<file path="src/hw/rtl/frnt_pkg.sv">
// Shared types, widths and codes for the fixed-radius neighbor table.
// No dependencies; frnt_dist and the top module refer to it by scoped names.
package frnt_pkg;

    localparam int TABLE_DEPTH = 64;
    localparam int ADDR_W      = $clog2(TABLE_DEPTH);
    localparam int CNT_W       = $clog2(TABLE_DEPTH + 1);
    localparam int ID_W        = 16;
    localparam int POS_W       = 16;
    localparam int DIFF_W      = POS_W + 1;
    localparam int SQ_W        = 2 * POS_W + 1;
    localparam int DIST_W      = 34;
    localparam int STATUS_W    = 3;

    // 99999.0 in Q26.8
    localparam logic [DIST_W-1:0] DIST_RESET = 34'd25599744;

    localparam logic [STATUS_W-1:0] ST_UPDATED  = 3'd0;
    localparam logic [STATUS_W-1:0] ST_INSERTED = 3'd1;
    localparam logic [STATUS_W-1:0] ST_FULL     = 3'd2;
    localparam logic [STATUS_W-1:0] ST_NEIGHBOR = 3'd3;
    localparam logic [STATUS_W-1:0] ST_NOTFOUND = 3'd4;
    localparam logic [STATUS_W-1:0] ST_NONE     = 3'd5;

    localparam logic KIND_REPORT = 1'b0;
    localparam logic KIND_QUERY  = 1'b1;

    typedef struct packed {
        logic [ID_W-1:0]         id;
        logic signed [POS_W-1:0] x;
        logic signed [POS_W-1:0] y;
    } entry_t;

    localparam int ENTRY_W = $bits(entry_t);

    typedef struct packed {
        logic            valid;
        logic            match;
        logic [ID_W-1:0] id;
    } dist_res_t;

endpackage

</file>
<file path="src/hw/rtl/frnt_dist.sv">
// Squared-distance stage: registered squares of dx and dy, then sum and
// threshold compare. Depends on frnt_pkg.
module frnt_dist (
    input  logic                               aclk,
    input  logic                               aresetn,
    input  logic                               en,
    input  logic                               in_valid,
    input  logic signed [frnt_pkg::POS_W-1:0]  q_x,
    input  logic signed [frnt_pkg::POS_W-1:0]  q_y,
    input  frnt_pkg::entry_t                   entry,
    input  logic [frnt_pkg::DIST_W-1:0]        thr,
    output frnt_pkg::dist_res_t                res
);

    logic signed [frnt_pkg::DIFF_W-1:0]   dx;
    logic signed [frnt_pkg::DIFF_W-1:0]   dy;
    logic signed [2*frnt_pkg::DIFF_W-1:0] px;
    logic signed [2*frnt_pkg::DIFF_W-1:0] py;
    logic [frnt_pkg::SQ_W-1:0]            sq_x_reg;
    logic [frnt_pkg::SQ_W-1:0]            sq_y_reg;
    logic [frnt_pkg::ID_W-1:0]            id_reg;
    logic                                 valid_reg;
    logic [frnt_pkg::DIST_W-1:0]          dist_sum;

    assign dx = frnt_pkg::DIFF_W'(entry.x) - frnt_pkg::DIFF_W'(q_x);
    assign dy = frnt_pkg::DIFF_W'(entry.y) - frnt_pkg::DIFF_W'(q_y);
    assign px = dx * dx;
    assign py = dy * dy;

    always_ff @(posedge aclk) begin
        if (!aresetn) begin
            valid_reg <= 1'b0;
        end else if (en) begin
            valid_reg <= in_valid;
        end
    end

    // squares are non-negative and at most 2^32
    always_ff @(posedge aclk) begin
        if (en) begin
            sq_x_reg <= px[frnt_pkg::SQ_W-1:0];
            sq_y_reg <= py[frnt_pkg::SQ_W-1:0];
            id_reg   <= entry.id;
        end
    end

    assign dist_sum = {1'b0, sq_x_reg} + {1'b0, sq_y_reg};

    assign res.valid = valid_reg;
    assign res.match = dist_sum < thr;
    assign res.id    = id_reg;

endmodule

</file>
<file path="config.mk">
export PLATFORM = sky130hd
export DESIGN_NAME = frnt_dist
export DESIGN_NICKNAME = d
export VERILOG_FILES = /design/src/hw/rtl/frnt_pkg.sv /design/src/hw/rtl/frnt_dist.sv
export SDC_FILE = /design/constraint.sdc
export NUM_CORES = 1
export LEC_CHECK = 0
export ABC_AREA = 1
export BUFFER_PORTS_ARGS = -buffer_cell sky130_fd_sc_hd__buf_2
export CAP_MARGIN = 0
export CORE_ASPECT_RATIO = 0.7
export CORE_MARGIN = 1
export CORE_UTILIZATION = 25
export DETAILED_ROUTE_END_ITERATION = 6
export SYNTH_ARGS = -nofsm -noshare
export SYNTH_HDL_FRONTEND = slang
export SYNTH_SLANG_ARGS = --single-unit
</file>
<file path="constraint.sdc">
create_clock -name aclk -period 8.1 [get_ports aclk]
set_clock_uncertainty 0.05 [all_clocks]
set_input_delay 1.62 -clock aclk [delete_from_list [all_inputs] [get_ports aclk]]
set_output_delay 1.62 -clock aclk [all_outputs]
set_load 0.01 [all_outputs]
</file>
Yosys cells after proc, flatten, opt, wreduce, memory -nomap -nowiden:

Index checks and enable logic that the tools add are counted.

* output and inout bits: 18
* bits of input ports: 118
* flip-flop bits (word level): 83

* $lt $le $gt $ge: 1
* $mul: 2
* add/subtract/negate cells: 3

Operators with widths (count)
* $mul A17 B17 Y33: 2
* $add A33 B33 Y34: 1
* $lt A34 B34 Y1: 1
* $sub A16 B16 Y17: 2

Longest topological paths before layout:

* word-level depth: 2
* mapped depth: 39
* depth with buffers taken out: 38

Worst setup path before layout:

Ideal clock, no wire load.

* path kind: in2reg
* from: input entry[0] (netlist name)
* to: register sq_y_reg[32] (netlist name), data pin
* buffers on the path: 1
* library setup time: 0.252 ns
* stages: 33
* setup slack: -0.102 ns
* data arrival time: 7.900 ns
* data required time: 7.798 ns
* cell sequence: inv_1 ha_1 fa_1 nand3b_1 nand2_2 nand3_1 nand2_2 nand2_1 nand3_1 nand2_2 inv_2 buf_4 nor2_1 fa_1 inv_1 fa_1 inv_1 fa_1 fa_1 inv_1 fa_1 inv_1 fa_1 ha_1 inv_1 nor3_1 inv_1 o211ai_1 nor2_1 nand2_1 inv_1 nand2_1 nand2_1

* word-level cells in the longest chain between the ends: 2

RTL lines
* start: declaration: line frnt_dist.sv:10 `input frnt_pkg::entry_t entry,`
* $sub A16 B16 Y17: line frnt_dist.sv:26 `assign dy = frnt_pkg::DIFF_W'(entry.y) - frnt_pkg::DIFF_W'(q_y);`
* $mul A17 B17 Y33: line frnt_dist.sv:28 `assign py = dy * dy;`
* net py (one bit): line frnt_dist.sv:18 `logic signed [2*frnt_pkg::DIFF_W-1:0] py;`
* end signal: assignment: line frnt_dist.sv:42 `sq_y_reg <= py[frnt_pkg::SQ_W-1:0];`
* end: declaration: line frnt_dist.sv:20 `logic [frnt_pkg::SQ_W-1:0] sq_y_reg;`

The timed path passes the listed nets, and every way through them passes these cells.
A chain may end at the register's enable or synchronous reset.

Final worst setup path:

* from: input q_y[0] (netlist name)
* to: register sq_y_reg[32] (netlist name), data pin

* word-level cells in the longest chain between the ends: 2

RTL lines
* start: declaration: line frnt_dist.sv:9 `input logic signed [frnt_pkg::POS_W-1:0] q_y,`
* $sub A16 B16 Y17: line frnt_dist.sv:26
* $mul A17 B17 Y33: line frnt_dist.sv:28
* net py (one bit): line frnt_dist.sv:18

The timed path passes the listed nets, and every way through them passes these cells.

==> results.cfg <==
[placement]
hpwl_um = 66200
place_ws_ns = -0.693
gp_congestion = 0.948
portBuffers = 135

[synthesis]
synthArstFlopShare_pct = 0
ys_types = 53
synthFlopType = edfxtp_1
syn_nets = 4080
synth_area_um2 = 26600
ys_ff_latch = 81
avgSynthCellArea_um2 = 8.38
ys_warn_count = 0
synth_cells = 3178
synth_edf_count = 80
yosysSeqAreaShare_pct = 9.09

[die]
die_y_um = 275
die_w_um = 392
core_um2 = 105000
row_count = 99
die-area_um2 = 108000
start_util_pct = 25.4
io_pins = 136

[global_route]
grt-ovfl-total = 0
grt_pass1_vias = 22235
gr-usage-all-layers_pct = 13.9
grt_first_pass_wirelength_um = 119000
grt_antenna_before_repair = 2
grt_max_degree = 83

[min_path]
hold_depth = 2
hold_class = reg -> reg

[timing]
setup_ws_ns = 0.120
report.final.setup_viol = 0
rsz0062_at_grt = yes
drv_slew = 0
relSlewSlack_pct = 30.1
hold_viol_final = 0
tightestPinTransition_ns = 1.05
fin_crit_ns = 7.98
final.period_utilization_pct = 98.5
fmax_mhz = 125

[drt]
drt_iter0_drc = 1260
wl_per_cell_um = 14.2
dr.pass1.iters = 5
ant_nets = 0
avgViaCountPerCell = 4.19
via_count = 21695
totalWireLength_um = 73400
drc = 0

[clock_network]
clock_sinks = 81
cts_hold_buf = 0
clk_path_buf_depth = 2
clk_latency_ns = 0.35
ctsHtreeMaxLevel = 3
root_buffer = clkbuf_16
clk_pin_slew_worst_paths_ns = 0.06
cts_inserted_buffers = 9
cts_tree = yes

[run]
cap_viol_max_count = 0

[critical_path]
reg2regPathDepth = 2
endpoint_kind = flop
cpPeakStageDelay_ns = 0.52
crit_type = in -> reg
crit_required_ns = 8.15
cp_max_fo = 7
start_kind = input port
crit_top_cell = fa_1
crit_path_top_delay_cell = fa_1
worstPathArrival_ns = 8.03

[final_layout]
drive_gt1_share_pct = 24.4
fin_nets = 4666
num-fill-cells = 11084
post-route-util_pct = 32.4
areaGrowthSynthToFinish_pct = 27.8
antenna_cells = 0

[run_status]
status = finished, final reports clean
==> synthesized netlist by cell type, drive strengths merged, types with 9 or more instances <==
library cell | count | area, um^2
edfxtp | 80 | 2400
nand3 | 87 | 440
nand2 | 537 | 2050
ha | 252 | 3150
a21o | 18 | 135
clkbuf | 14 | 52.6
nand4 | 20 | 125
xnor2 | 36 | 342
o21bai | 11 | 82.6
nor2 | 293 | 1210
a21oi | 142 | 752
a31oi | 9 | 71.3
nor3 | 24 | 120
xor2 | 78 | 781
fa | 532 | 10700
inv | 905 | 3400
nand3b | 9 | 67.6
buf | 27 | 188
o21ai | 69 | 349
==> worst max-delay path: cells and delay by family <==
| kind | cells | cell delay, ns |
|---|---|---|
| adder cells (fa/ha/maj) | 9 | 3.51 |
| buffers and inverters | 10 | 1.16 |
| AND/OR/NAND/NOR | 11 | 1.11 |
| XOR/XNOR | 1 | 0.13 |
| AO/OA/AOI/OAI | 2 | 0.45 |
==> final timing paths <==
check / to / slack, ns / start
setup reg to reg: valid_reg / 7.38 / valid_reg
setup / recovery: sq_y_reg[32] / 0.12 / q_y[0]
hold reg to reg: valid_reg / 0.50 / valid_reg
hold / removal: valid_reg / 0.50 / valid_reg
==> stage by stage <==
step / instance area [um^2] / setup TNS (ns) / instances / hold slack [ns]
after floorplan: 26700 / 0 / 3178 / 0.452
after global routing: 34000 / -0.967 / 5182 / 0.537
after detailed placement: 32400 / -15.79 / 5140 / 0.489
final: 34000 / 0 / 5182 / 0.502
after CTS: 32800 / -0.00940 / 5156 / 0.503
after global placement: 32400 / -14.55 / 5140 / 0.469
==> layer usage <==
layer / part of all wire (%) / track usage, %
met5: 0 / 0
met2: 39 / 19.0
met3: 6.3 / 2.31
met1: 54 / 22.9
met4: 0.39 / 1.11
==> cell usage in the layout, fill, tap and decap left out, drive strengths merged, types with 69 or more instances in the layout <==
cell type / n
buf: 615
xor2: 78
o21ai: 69
nand3: 87
nor2: 293
edfxtp: 80
ha: 252
inv: 904
nand2: 537
a21oi: 142
fa: 532
==> kinds of logic (layout without fill, tap and decap cells) <==
| family | Yosys count | after routing | synth area share [%] |
|---|---|---|---|
| simple gates | 984 | 984 | 15.4 |
| fa+ha+maj | 784 | 784 | 51.8 |
| compound gates | 268 | 268 | 5.77 |
| flops | 81 | 81 | 9.09 |
| xor+xnor | 114 | 114 | 4.21 |
| buf+inv | 947 | 1537 | 13.7 |
==> area by class of cell <==
cell class	instances	area [um^2]	area share, %
clock buffers	10	229	0.673
clock inverters	5	47.5	0.140
inverters	906	3430	10.1
multi-input cells	2150	21700	63.7
flip-flops and latches	81	2420	7.12
well taps	1414	1770	5.20
repair buffers	616	4470	13.1
==> what timing repair did <==
item                       CTS  global route
setup endpoints to repair   27            41
gates resized for setup     37           256
cloned                       0             1
setup buffers                1            25
pin swaps                    5            91
Power is not shown: default switching activity piles up to over one toggle a cycle in this logic, so the estimate is an artifact.
